===== src/rtl/core/swrm_pkg.sv =====
package swrm_pkg;

	localparam int unsigned WINDOW_DEF   = 100;
	localparam logic [31:0] TICK_RESET   = 32'd100000000;
	localparam int unsigned TIME_W       = 48;
	localparam int unsigned LEN_W        = 16;
	localparam int unsigned BYTES_W      = 48;
	localparam int unsigned MSG_W        = 32;
	localparam int unsigned WBYTES_W     = 24;
	localparam int unsigned BRATE_W      = 40;
	localparam int unsigned MRATE_W      = 32;
	localparam int unsigned TICK_W       = 32;

	localparam logic [1:0] CMD_DATA = 2'd0;
	localparam logic [1:0] CMD_END  = 2'd2;

	typedef struct packed {
		logic [TIME_W-1:0] arrival;
		logic [LEN_W-1:0]  len;
	} cell_t;

	typedef enum logic [1:0] {
		MD_IDLE,
		MD_MUL,
		MD_SETUP,
		MD_DIV
	} md_state_t;

	typedef enum logic [1:0] {
		ST_IDLE,
		ST_START,
		ST_WAIT
	} st_t;

	typedef struct packed {
		logic start;
	} md_ctrl_t;

	typedef struct packed {
		logic done;
	} md_stat_t;

endpackage


===== src/rtl/core/swrm_cell.sv =====
module swrm_cell (
	input  logic          clk,
	input  logic          shift,
	input  swrm_pkg::cell_t d,
	output swrm_pkg::cell_t q
);
	import swrm_pkg::*;

	cell_t data_q;

	// payload only, the valid window is tracked by the message count
	always_ff @(posedge clk) begin
		if (shift) begin
			data_q <= d;
		end
	end

	assign q = data_q;

endmodule


===== config.mk =====
export PLATFORM = sky130hd
export DESIGN_NAME = swrm_cell
export DESIGN_NICKNAME = d
export VERILOG_FILES = /design/src/rtl/core/swrm_pkg.sv /design/src/rtl/core/swrm_cell.sv
export SDC_FILE = /design/constraint.sdc
export NUM_CORES = 1
export LEC_CHECK = 0
export BUFFER_PORTS_ARGS = -buffer_cell sky130_fd_sc_hd__buf_2
export CAP_MARGIN = 10
export CORE_MARGIN = 5
export CORE_UTILIZATION = 43
export DETAILED_ROUTE_END_ITERATION = 10
export GPL_TIMING_DRIVEN = 0
export PLACE_DENSITY = 0.82
export SLEW_MARGIN = 30
export SYNTH_ARGS = -nofsm -noshare
export SYNTH_HDL_FRONTEND = slang
export SYNTH_SLANG_ARGS = --single-unit

===== constraint.sdc =====
create_clock -name clk -period 0.8 [get_ports clk]
set_input_delay 0.08 -clock clk [delete_from_list [all_inputs] [get_ports clk]]
set_output_delay 0.08 -clock clk [all_outputs]
set_load 0.03 [all_outputs]

# After elaboration in Yosys (flattened, before gate mapping)
# Cells that the tools add are included.
# totals
memories,0
inputBits,66
wordCells,2
reg_bits,64
out_inout_bits,64
latch_bits,0
ram_bits,0
rom_bits,0
# op_classes
n_mul,0
div,0
shift,0
n_eq_ne,0
reduce_logical,0
n_lt_le_gt_ge,0
bitwise_logic,0
addsub,0
n_mux,0

# Depth between registers and ports, before layout
# logic_depth
depth_word,0
ltp_mapped,0
mapped_depth_nobuf,0

# Worst setup path after synthesis
# Ideal clock, no wire load.
# synth_path
path_kind,flip-flop to output port
startpoint,register data_q (netlist bit q[0])
endpoint,output q[0] (netlist name)
stages_incl_launch_ff,1
slack_ps,224
path_buffers,0
required_time_ps,720
arrival_ps,496
path_cell_list,edfxtp_1
# synth_rtl
item,line,source
from (decl),swrm_cell.sv:9,cell_t data_q;
from (signal assigned),swrm_cell.sv:14,data_q <= d;
to (decl),swrm_cell.sv:5,output swrm_pkg::cell_t q
# No word-level cell between the ends.

# Final worst setup path
# layout_path
startpoint,register data_q (netlist bit q[16])
endpoint,output q[16] (netlist name)
# No word-level cell between the ends.

==> summary.md <==
| Metric | Value |
|---|---|
| Drt via density | `4.47` |
| Crit start category | `flop` |
| Top-count cell post-synth | `edfxtp_1` |
| Area delta synth->final | `98.9%` |
| Mapped Cells | `64` |
| Synthesized flop and latch total | `64` |
| PortBufs | `129` |
| Initial antenna violation count | `1` |
| Share of the clock period used by the worst path | `123%` |
| Pin count of the biggest net entering global routing | `65` |
| PD cells | `2070 nW/µm²` |
| Max Buffers Root-to-Sink | `2` |
| CP max stage delay | `0.42 ns` |
| Hold Crit Start | `shift` |
| Seq/Total Area, Yosys | `100%` |
| RSZ-0062 raised after global routing | `true` |
| Fillers | `167` |
| Vias in the first global route | `1669` |
| Fin. Hold Viols | `0` |
| Via count | `1448` |
| Worst path arrival time | `0.91 ns` |
| Placed cell area | `2640 µm²` |
| Final WL | `5950 µm` |
| Die Wd | `76.9 µm` |
| Max_slew headroom | `48.1%` |
| Tightest Pin Transition | `0.779 ns` |
| Total of max-cap violations | `0` |
| Die area | `5910 µm²` |
| Drt initial violations | `91` |
| Antenna Nets Post-Route | `0` |
| Failing checks | `setup timing` |
| Crit path cell chain | `buf_6` |
| Worst-path clk slew | `0.07 ns` |
| CTS sink cnt | `64` |
| Total gr overflow | `0` |
| Multi-input gates | `0` |
| LEAKAGE | `0.00161 µW` |
| Root Driver | `clkbuf_8` |
| Hold WS | `0.370 ns` |
| Tightest Hold Check Type | `input pin to flop` |
| Initial Util | `44.1%` |
| First-pass GRT wire length | `9090 µm` |
| Share of layout cells above drive strength 1 | `51.3%` |
| Worst setup margin | `-0.186 ns` |
| Syn avg cell area | `30.0 µm²` |
| TritonCTS clock tree | `done` |
| Post-Synthesis Net Count | `130` |
| Post-route DRC | `0` |
| Worst Hold Path Cells | `1` |
| CP Capture Type | `output port` |
| Max Slew Vio Count | `0` |
| Final instance area | `3820 µm²` |
| Global Route Usage Sum | `20.8%` |
| Slowest-stage cell, CP | `edfxtp_1` |
| Register Area | `1920 µm²` |
| List of most frequent post-synthesis cells | `edfxtp_1` |
| Multi-input logic area | `0 µm²` |
| Row cnt | `24` |
| Synth top area cells | `edfxtp_1` |
| Initial DRT Pass Iterations | `4` |
| Share of the synthesized area in the top cell type | `100%` |
| Post-synth ARST share | `0%` |
| Worst Path Required | `0.72 ns` |
| H-tree depth | `3` |
| GP Congestion | `0.717` |
| Maximum vdd drop | `1.98 mV` |
| Post-layout util | `87.8%` |
| Status | `complete, but fails checks` |
| Cts bufs inserted | `9` |
| Delay-heaviest family, CP | `flip-flops` |
| Synth area leader | `edfxtp_1` |
| Hold Path End | `q[60]` |
| CORE AREA | `4350 µm²` |
| Die Ht | `76.9 µm` |
| Setup CP Type | `flop to output port` |
| Buffers & Inverters on Critical Path | `1` |
| Fin crit period | `0.986 ns` |
| Number of flip-flops in the largest register | `64` |
| Max FO, Critical Path | `1` |
| Synth unique cells | `1` |
| Per-cell routed wire length | `18.3 µm` |
| I/O Pins | `130` |
| FMAX | `1.01 GHz` |
| Warnings from Yosys | `0` |
| NumNets Final | `334` |
| Post-synth EDFFs | `64` |
| Mapped Area | `1920 µm²` |
| Setup violations, final | `64` |
| Ys flop type | `edfxtp_1` |
## power by group
part | total, µW | internal [µW] | leakage [µW] | switching (µW)
Sequential | 4130 | 4000 | 0.000626 | 131
Clock | 2200 | 1080 | 0.0000737 | 1120
Combinational | 1570 | 776 | 0.000911 | 795
Total | 7900 | 5850 | 0.00161 | 2050
## placed cells by master, fill, tap and decap left out
| master | instances |
|---|---|
| dlygate4sd3_1 | 64 |
| buf_2 | 64 |
| buf_6 | 64 |
| edfxtp_1 | 64 |
| clkbuf_8 | 9 |
| clkbuf_1 | 3 |
| diode_2 | 1 |
| clkinv_1 | 1 |
| clkinv_2 | 1 |
| buf_4 | 1 |
## how the worst max path moves through the flow
stage	slack, ns	depth (start not counted)	end	from
2_1_floorplan	0.22	0	q[0]	q[0]
3_3_place_gp	-0.68	1	q[27]	shift
3_5_place_dp	-0.29	1	q[27]	shift
4_1_cts	-0.18	1	q[60]	q[60]
5_1_grt	-0.22	1	q[16]	q[16]
6_report	-0.19	1	q[16]	q[16]
## timing repair
action	4_1_cts	5_1_grt
cloned	0	0
hold buffers	64	0
endpoints found under the hold margin	64	0
resized for setup	128	0
setup buffers	0	0
setup endpoints to repair	64	64
## logic make-up after synthesis
kind of cell | after synthesis | share of synthesized area (%)
DFF | 64 | 100
## per-layer routing
layer,vias to the layer above,share of wire [%],track usage (%)
met5,-,0,0
met4,0,1.8,7.87
met3,11,10,9.02
met2,86,56,38.5
met1,683,32,19.9
li1,668,-,-
## area by class of cell
type	instances	area share, %
repair buffers	193	44.2
clock buffers	12	3.54
diodes	1	0.0655
well taps	52	1.70
flip-flops and latches	64	50.3
clock inverters	2	0.229
## per-stage QoR
step	worst slack, ns	cells	total power (µW)	TNS (ns)
after global routing	-0.216	324	8160	-11.61
after detailed placement	-0.289	245	5130	-18.32
after global placement	-0.678	245	5100	-43.27
after CTS	-0.184	323	7850	-9.85
after floorplan	0.224	64	4670	0
final	-0.186	324	7900	-9.38
Note: power is estimated with default switching activity, not from simulation.
