--- src/rtl/core/swrm_pkg.sv ---
package swrm_pkg;

	localparam int unsigned WINDOW_DEF   = 100;
	localparam logic [31:0] TICK_RESET   = 32'd100000000;
	localparam int unsigned TIME_W       = 48;
	localparam int unsigned LEN_W        = 16;
	localparam int unsigned BYTES_W      = 48;
	localparam int unsigned MSG_W        = 32;
	localparam int unsigned WBYTES_W     = 24;
	localparam int unsigned BRATE_W      = 40;
	localparam int unsigned MRATE_W      = 32;
	localparam int unsigned TICK_W       = 32;

	localparam logic [1:0] CMD_DATA = 2'd0;
	localparam logic [1:0] CMD_END  = 2'd2;

	typedef struct packed {
		logic [TIME_W-1:0] arrival;
		logic [LEN_W-1:0]  len;
	} cell_t;

	typedef enum logic [1:0] {
		MD_IDLE,
		MD_MUL,
		MD_SETUP,
		MD_DIV
	} md_state_t;

	typedef enum logic [1:0] {
		ST_IDLE,
		ST_START,
		ST_WAIT
	} st_t;

	typedef struct packed {
		logic start;
	} md_ctrl_t;

	typedef struct packed {
		logic done;
	} md_stat_t;

endpackage

--- src/rtl/core/swrm_muldiv.sv ---
module swrm_muldiv #(
	parameter int unsigned A_W = 8,
	parameter int unsigned Q_W = 32
) (
	input  logic                 clk,
	input  logic                 arst_n,
	input  swrm_pkg::md_ctrl_t   ctrl,
	input  logic [A_W-1:0]       a,
	input  logic [31:0]          b,
	input  logic [47:0]          d,
	output swrm_pkg::md_stat_t   stat,
	output logic [Q_W-1:0]       q
);
	import swrm_pkg::*;

	localparam int unsigned P_W  = A_W + 32;
	localparam int unsigned HI_W = P_W - Q_W;
	localparam int unsigned C_W  = (HI_W > 48) ? HI_W : 48;
	localparam int unsigned CN_W = 6;

	md_state_t         state_q, state_d;
	logic [CN_W-1:0]   cnt_q;
	logic [A_W-1:0]    a_q;
	logic [47:0]       d_q;
	logic [P_W-1:0]    prod_q;
	logic [47:0]       rem_q;
	logic [Q_W-1:0]    q_q;
	logic              sat_q;
	logic              done_q;

	logic [A_W:0]      sum;
	logic [C_W-1:0]    hi_ext;
	logic [48:0]       trial;
	logic [48:0]       diff;
	logic              ge;

	assign sum    = {1'b0, prod_q[P_W-1:32]} + (prod_q[0] ? {1'b0, a_q} : '0);
	assign hi_ext = C_W'(prod_q[P_W-1:Q_W]);
	assign trial  = {rem_q, prod_q[Q_W-1]};
	assign ge     = trial >= {1'b0, d_q};
	assign diff   = trial - {1'b0, d_q};

	always_ff @(posedge clk or negedge arst_n) begin
		if (!arst_n) begin
			state_q <= MD_IDLE;
		end else begin
			state_q <= state_d;
		end
	end

	always_comb begin
		state_d = state_q;
		case (state_q)
			MD_IDLE:  if (ctrl.start) state_d = MD_MUL;
			MD_MUL:   if (cnt_q == CN_W'(31)) state_d = MD_SETUP;
			MD_SETUP: state_d = MD_DIV;
			MD_DIV:   if (cnt_q == CN_W'(Q_W - 1)) state_d = MD_IDLE;
			default:  state_d = MD_IDLE;
		endcase
	end

	always_ff @(posedge clk or negedge arst_n) begin
		if (!arst_n) begin
			done_q <= 1'b0;
			cnt_q  <= '0;
		end else begin
			case (state_q)
				MD_IDLE: begin
					cnt_q <= '0;
					if (ctrl.start) done_q <= 1'b0;
				end
				MD_MUL: cnt_q <= (cnt_q == CN_W'(31)) ? '0 : cnt_q + 1'b1;
				MD_SETUP: cnt_q <= '0;
				MD_DIV: begin
					cnt_q <= cnt_q + 1'b1;
					if (cnt_q == CN_W'(Q_W - 1)) done_q <= 1'b1;
				end
				default: cnt_q <= '0;
			endcase
		end
	end

	always_ff @(posedge clk) begin
		case (state_q)
			MD_IDLE: begin
				if (ctrl.start) begin
					a_q    <= a;
					d_q    <= d;
					prod_q <= {{A_W{1'b0}}, b};
				end
			end
			MD_MUL: prod_q <= {sum, prod_q[31:1]};
			MD_SETUP: begin
				// a quotient of 2^Q_W or more shows as high part >= divisor
				sat_q <= hi_ext >= C_W'(d_q);
				rem_q <= hi_ext[47:0];
				q_q   <= '0;
			end
			MD_DIV: begin
				prod_q <= prod_q << 1;
				q_q    <= {q_q[Q_W-2:0], ge};
				if (ge) rem_q <= diff[47:0];
				else    rem_q <= trial[47:0];
			end
			default: ;
		endcase
	end

	assign stat.done = done_q;
	assign q         = sat_q ? '1 : q_q;

endmodule

--- config.mk ---
export PLATFORM = sky130hd
export DESIGN_NAME = swrm_muldiv
export DESIGN_NICKNAME = d
export VERILOG_FILES = /design/src/rtl/core/swrm_pkg.sv /design/src/rtl/core/swrm_muldiv.sv
export SDC_FILE = /design/constraint.sdc
export NUM_CORES = 1
export LEC_CHECK = 0
export BUFFER_PORTS_ARGS = -buffer_cell sky130_fd_sc_hd__buf_2
export CAP_MARGIN = 30
export CORE_MARGIN = 2
export CORE_UTILIZATION = 35
export CTS_CLUSTER_DIAMETER = 60
export DETAILED_ROUTE_END_ITERATION = 8
export PLACE_DENSITY_LB_ADDON = 0.3
export SLEW_MARGIN = 20
export SYNTH_ARGS = -nofsm -noshare
export SYNTH_HDL_FRONTEND = slang
export SYNTH_SLANG_ARGS = --single-unit
--- constraint.sdc ---
create_clock -name clk -period 4.2 [get_ports clk]
set_input_delay 0.21 -clock clk [delete_from_list [all_inputs] [get_ports clk]]
set_output_delay 0.21 -clock clk [all_outputs]
set_load 0.05 [all_outputs]
; Word level (Yosys, flattened, before mapping)
; Index checks and enable logic that the tools add are counted.
[classes]
n_addsub = 3
order_cmp = 2
eq_ne = 7
mux = 16
n_reduce_logical = 9
[op_table]
columns = cell, n
row1 = 40-bit one-hot mux with 3 select lines, 1
row2 = 48-bit one-hot mux with 2 select lines, 1
row3 = 32-bit one-hot mux with 2 select lines, 1
row4 = 49-bit by 48-bit greater-or-equal comparator with 1-bit output, 1
row5 = 8-bit by 48-bit greater-or-equal comparator with 1-bit output, 1
row6 = 48-bit 2-to-1 mux, 1
row7 = 48-bit subtractor, 1
row8 = 40-bit 2-to-1 mux, 1
row9 = 32-bit 2-to-1 mux, 1
row10 = 6-bit one-hot mux with 3 select lines, 1
row11 = 8-bit by 8-bit adder with 9-bit output, 1
row12 = 8-bit 2-to-1 mux, 1
row13 = 2-bit one-hot mux with 4 select lines, 1
row14 = "6-bit by 1-bit adder with 6-bit output, second input constant", 1
row15 = "6-bit by 5-bit equality test with 1-bit output, second input constant", 1
row16 = 2-bit 2-to-1 mux, 3
row17 = 6-bit 2-to-1 mux, 1
row18 = "2-bit inequality test, second input constant", 3
row19 = 3-bit AND reduction, 2
row20 = "2-bit equality test, second input constant", 2
row21 = 2-bit AND reduction, 2
row22 = 2-bit nonzero test, 2
row23 = 3-bit nonzero test, 1
row24 = "2-bit by 1-bit equality test with 1-bit output, second input constant", 1
row25 = other kinds (4), 5
[totals]
register_bits = 186
inputBits = 91
output_inout_bits = 33
elab_cells = 46

; Longest topological paths before layout
[depth]
word_depth = 3
mapped_depth = 15
mapped_depth_nobuf = 12

; Worst setup path after synthesis
; OpenSTA, ideal clock, no wires.
[synth_path]
path_type = flip-flop to flip-flop
start = reg state_q[0]
end = reg prod_q[0], enable pin
setup_time_ps = 437
arrival_time_ps = 2797
required_time_ps = 3763
setup_slack_ps = 966
path_stages_with_launch = 6
n_path_buf = 2
synth_period_minus_slack_ps = 3234
cell_sequence = dfrtp_1 > ha_1 > clkbuf_1 > clkbuf_1 > nor3_1 > nor2_1
[synth_via]
elab_chain_len = 3
elab_cells_between_ends = 6
classes_between = eq/ne: 3 / reduce/logical: 3
[synth_rtl]
columns = element, line
row1 = "start, declared", swrm_muldiv.sv:21  ; md_state_t state_q, state_d;
row2 = "start signal, assigned", swrm_muldiv.sv:47  ; state_q <= state_d;
row3 = "2-bit equality test, or another cell as far along", swrm_muldiv.sv:84  ; case (state_q)
row4 = 3-bit nonzero test (no source line) or 2-bit inequality test (tied branches), n/a
row5 = 2-bit AND reduction (no source line) *, n/a
row6 = "end signal, assigned", swrm_muldiv.sv:89  ; prod_q <= {{A_W{1'b0}}, b};
row7 = "end signal, assigned", swrm_muldiv.sv:92  ; MD_MUL: prod_q <= {sum, prod_q[31:1]};
row8 = "end signal, assigned", swrm_muldiv.sv:100  ; prod_q <= prod_q << 1;
row9 = "end, declared", swrm_muldiv.sv:25  ; logic [P_W-1:0] prod_q;
; Every way passes the cells marked *; elsewhere a longest branch is shown, timed or not.
; A chain may end at the register's enable or synchronous reset.

; Worst setup path after layout
[layout_path]
start = reg d_q[8]
end = reg rem_q[47] (data pin)
[layout_via]
elab_chain_len = 3
elab_cells_between_ends = 4
classes_between = add/sub: 1 / order compare: 1 / mux: 2
[layout_rtl]
columns = element, line
row1 = "start, declared", swrm_muldiv.sv:24  ; logic [47:0] d_q;
row2 = "start signal, assigned", swrm_muldiv.sv:88  ; d_q <= d;
row3 = 48-bit subtractor or 49-bit by 48-bit greater-or-equal comparator with 1-bit output (tied branches), "swrm_muldiv.sv:41, swrm_muldiv.sv:40"
row4 = 48-bit 2-to-1 mux *, swrm_muldiv.sv:102  ; if (ge) rem_q <= diff[47:0];
row5 = 48-bit one-hot mux with 2 select lines *, swrm_muldiv.sv:84
row6 = "end signal, assigned", swrm_muldiv.sv:96  ; rem_q <= hi_ext[47:0];
row7 = "end signal, assigned", swrm_muldiv.sv:102
row8 = "end signal, assigned", swrm_muldiv.sv:103  ; else rem_q <= trial[47:0];
row9 = "end, declared", swrm_muldiv.sv:26  ; logic [47:0] rem_q;
; Marked as above.

==> flow_summary.yaml <==
die:
  fp.dieW_um: 183
  core_um2: 31600
  pin_count: 124
  num_rows: 65
  die_area_um2: 33600
  chipHeight_um: 183
  initial_core_util: 0.356
global_route:
  grt.overflow.total: 0
  grt_start_max_net_pins: 63
  grt_pass1_wl_um: 43900
  antenna_found_initial: 0
  grt_pass1_vias: 8448
  track_usage: 0.166
power:
  power_frac_seq: 0.315
  peakVddDrop_mv: 0.390
  p_leak_nw: 5.61
  switching_share: 0.449
  p_per_area_nw_per_um2: 873
  comb_power_share: 0.544
  intPower_mw: 6.47
  pwr-share-clk: 0.141
  power.switching_mw: 5.28
critical_path:
  cp_data_arrival_time_ns: 3.88
  r2r_slack_ns: 0.60
  crit_path_end_kind: "flop"
  critPathLaunch: "d_q[8]"
  worstPathRequired_ns: 4.49
  reg2reg_depth: 12
  crit_type: "flop to flop"
  start_kind: "flop"
  crit_fanout: 51
  reg2reg_to: "rem_q[47]"
  r2r_start: "d_q[8]"
placement:
  gp_congestion: 0.846
  dp_hpwl_um: 19500
  port-buffer-count: 123
  pre_cts_ws_ns: 0.676
layout:
  antenna_cells: 0
  multi_input_area_um2: 5230
  layout_commonest_cell: "edfxtp_1"
  num-fill-cells: 3010
  fin_nets: 1403
  finish.utilization: 0.427
  area_growth_pct: 19.7
  drive_gt1_frac: 0.177
  final_cell_mix: "177 x edfxtp_1, 123 x buf_2, 117 x nand2_1, 71 x nor2_1"
  seq_area_um2: 5540
sta:
  setup_tns_ns: 0
  setup-violations-final: 0
  setup_slack_ns: 0.603
  fin_crit_ns: 3.60
  rsz0062_at_grt: "false"
  slew_violations: 0
  timing.final.crit_share: 0.856
  worst_pin_slew_ns: 0.834
  fin_worst_skew_ns: 0.0120
  fmax_mhz: 278
  slew_headroom: 0.430
  hold_viol: 0
synthesis:
  syn_area_um2: 11200
  synth-edff-count: 177
  yosysWarningCount: 0
  synth_top_flop_cell: "edfxtp_1"
  synth_cells: 1080
  ys_ff_latch: 186
  yosysUniqueCellTypes: 72
  ys_seq_area_frac: 0.493
  syn_nets: 1242
  syn_avg_cell_area_um2: 10.4
  synth_async_sr_flop_share: 0.0484
clock_network:
  holdBufCountCts: 59
  clk_latency_ns: 0.45
  postCtsSetupRepairBufs: 0
  clockRootBuffer: "clkbuf_16"
  clkSinkCount: 186
  clockBufferDepth: 2
  cts_made_buffers: 17
  cts_tree: "done"
  post_cts_resized: 0
  htreeDepth: 4
  clkSlewWorstSetupHoldPaths_ns: 0.08
drt:
  antenna_left: 0
  drtPass1Iterations: 5
  drt_iter0_drc: 633
  wirelength_um: 27200
  drt-wirelength-per-cell_um: 16.4
  routed_via_density: 5.14
  route.vias.total: 8512
  drc: 0
run:
  max_cap_violations: 0
worst_hold_path:
  hold_path.class: "primary input to flop"
  hold_depth: 3
  min_from: "b[20]"
  holdPathEnd: "prod_q[20]"
run_status:
  status: "complete, no violations"
worst max-delay path by stage:
| stage | to | slack (ns) |
|---|---|---|
| 2_1_floorplan | prod_q[0] | 0.97 |
| 6_report | rem_q[47] | 0.60 |
| 4_1_cts | rem_q[47] | 0.65 |
| 3_5_place_dp | rem_q[47] | 0.68 |
| 5_1_grt | rem_q[47] | 0.36 |
| 3_3_place_gp | rem_q[47] | 0.77 |
critical path, stage by stage, from the launching register on:
cell	delay, ns
edfxtp_1	0.41
inv_1	0.09
ha_1	0.37
nand2_1	0.14
nor3_1	0.19
a21boi_1	0.35
nor4_2	0.14
o211ai_2	0.27
a21oi_2	0.16
o31ai_4	0.36
buf_12	0.32
nand2_2	0.23
o32ai_2	0.32
routing by layer:
layer	global-route usage	vias up	part of all wire
met3	0.0288	31	0.039
met1	0.231	4051	0.49
met5	0	-	0
li1	-	4248	-
met4	0.0525	0	0.016
met2	0.263	182	0.46
cells in the mapped netlist, types with 5 or more instances:
cell type  number  area [um^2]
nand2b_1        8         50.1
nand4_1        16          100
nor2b_1        11         68.8
nand2_1       117          439
nand3_1        17         85.1
a21o_1         25          188
o21ai_1         7         35.0
clkbuf_1       34          128
or2_2          35          219
a22oi_1        31          233
o21ai_0        28          140
edfxtp_1      177         5320
a211oi_1        9         67.6
dfrtp_1         9          225
and2_1         43          269
a31oi_1         7         43.8
xor2_1         13          114
o21bai_1       19          143
nor3_1         17         85.1
xnor2_1        33          289
nor2_1         73          274
o21a_1          8         60.1
o22ai_1         5         31.3
inv_1          68          255
a22o_1          8         70.1
mux2i_1        31          310
a211oi_2        5         62.6
o31ai_1         5         37.5
ha_1           69          863
nor4_1         15         93.8
buf_2           7         35.0
a21oi_1        66          330
area by class of cell:
class,instances,share of cell area
repair buffers,192,0.0982
inverters,70,0.0195
clock inverters,15,0.0135
well taps,402,0.0374
flip-flops and latches,186,0.412
clock buffers,17,0.0316
multi-input cells,774,0.388
sequential cells by signal, indices dropped and copies added, names as in the netlist:
name	flops
a_q	8
cnt_q	6
d_q	48
prod_q	40
q_q	32
rem_q	48
sat_q	1
stat	1
state_q	2
power by group through the flow:
stage               logic, mW  clock network [mW]  registers, mW
CTS                      6.40                1.72           3.70
detailed placement       6.34                   0           3.73
floorplan                5.00                   0           3.56
finish                   6.39                1.66           3.70
global route             7.12                1.78           3.81
global placement         6.25                   0           3.73
per-stage QoR:
step           instances  hold slack, ns  total power, mW  instance area (um^2)
3_5_place_dp        1564          0.0750             10.1                 12200
5_1_grt             1656         0.00250             12.7                 13500
4_1_cts             1655        0.000385             11.8                 13400
6_report            1656          0.0222             11.8                 13500
2_1_floorplan       1080         -0.0856             8.56                 11200
3_3_place_gp        1563          0.0747             9.98                 12200
cells by family (layout without fill, tap and decap cells):
logic type / after synthesis / in the layout / synth area share
compound gates: 253 / 253 / 0.153
xor+xnor: 46 / 46 / 0.0358
fa+ha+maj: 71 / 71 / 0.0804
buf+inv: 120 / 294 / 0.0449
flops: 186 / 186 / 0.493
mux: 32 / 32 / 0.0286
simple gates: 372 / 372 / 0.164
Power figures use the tool's default switching activity.
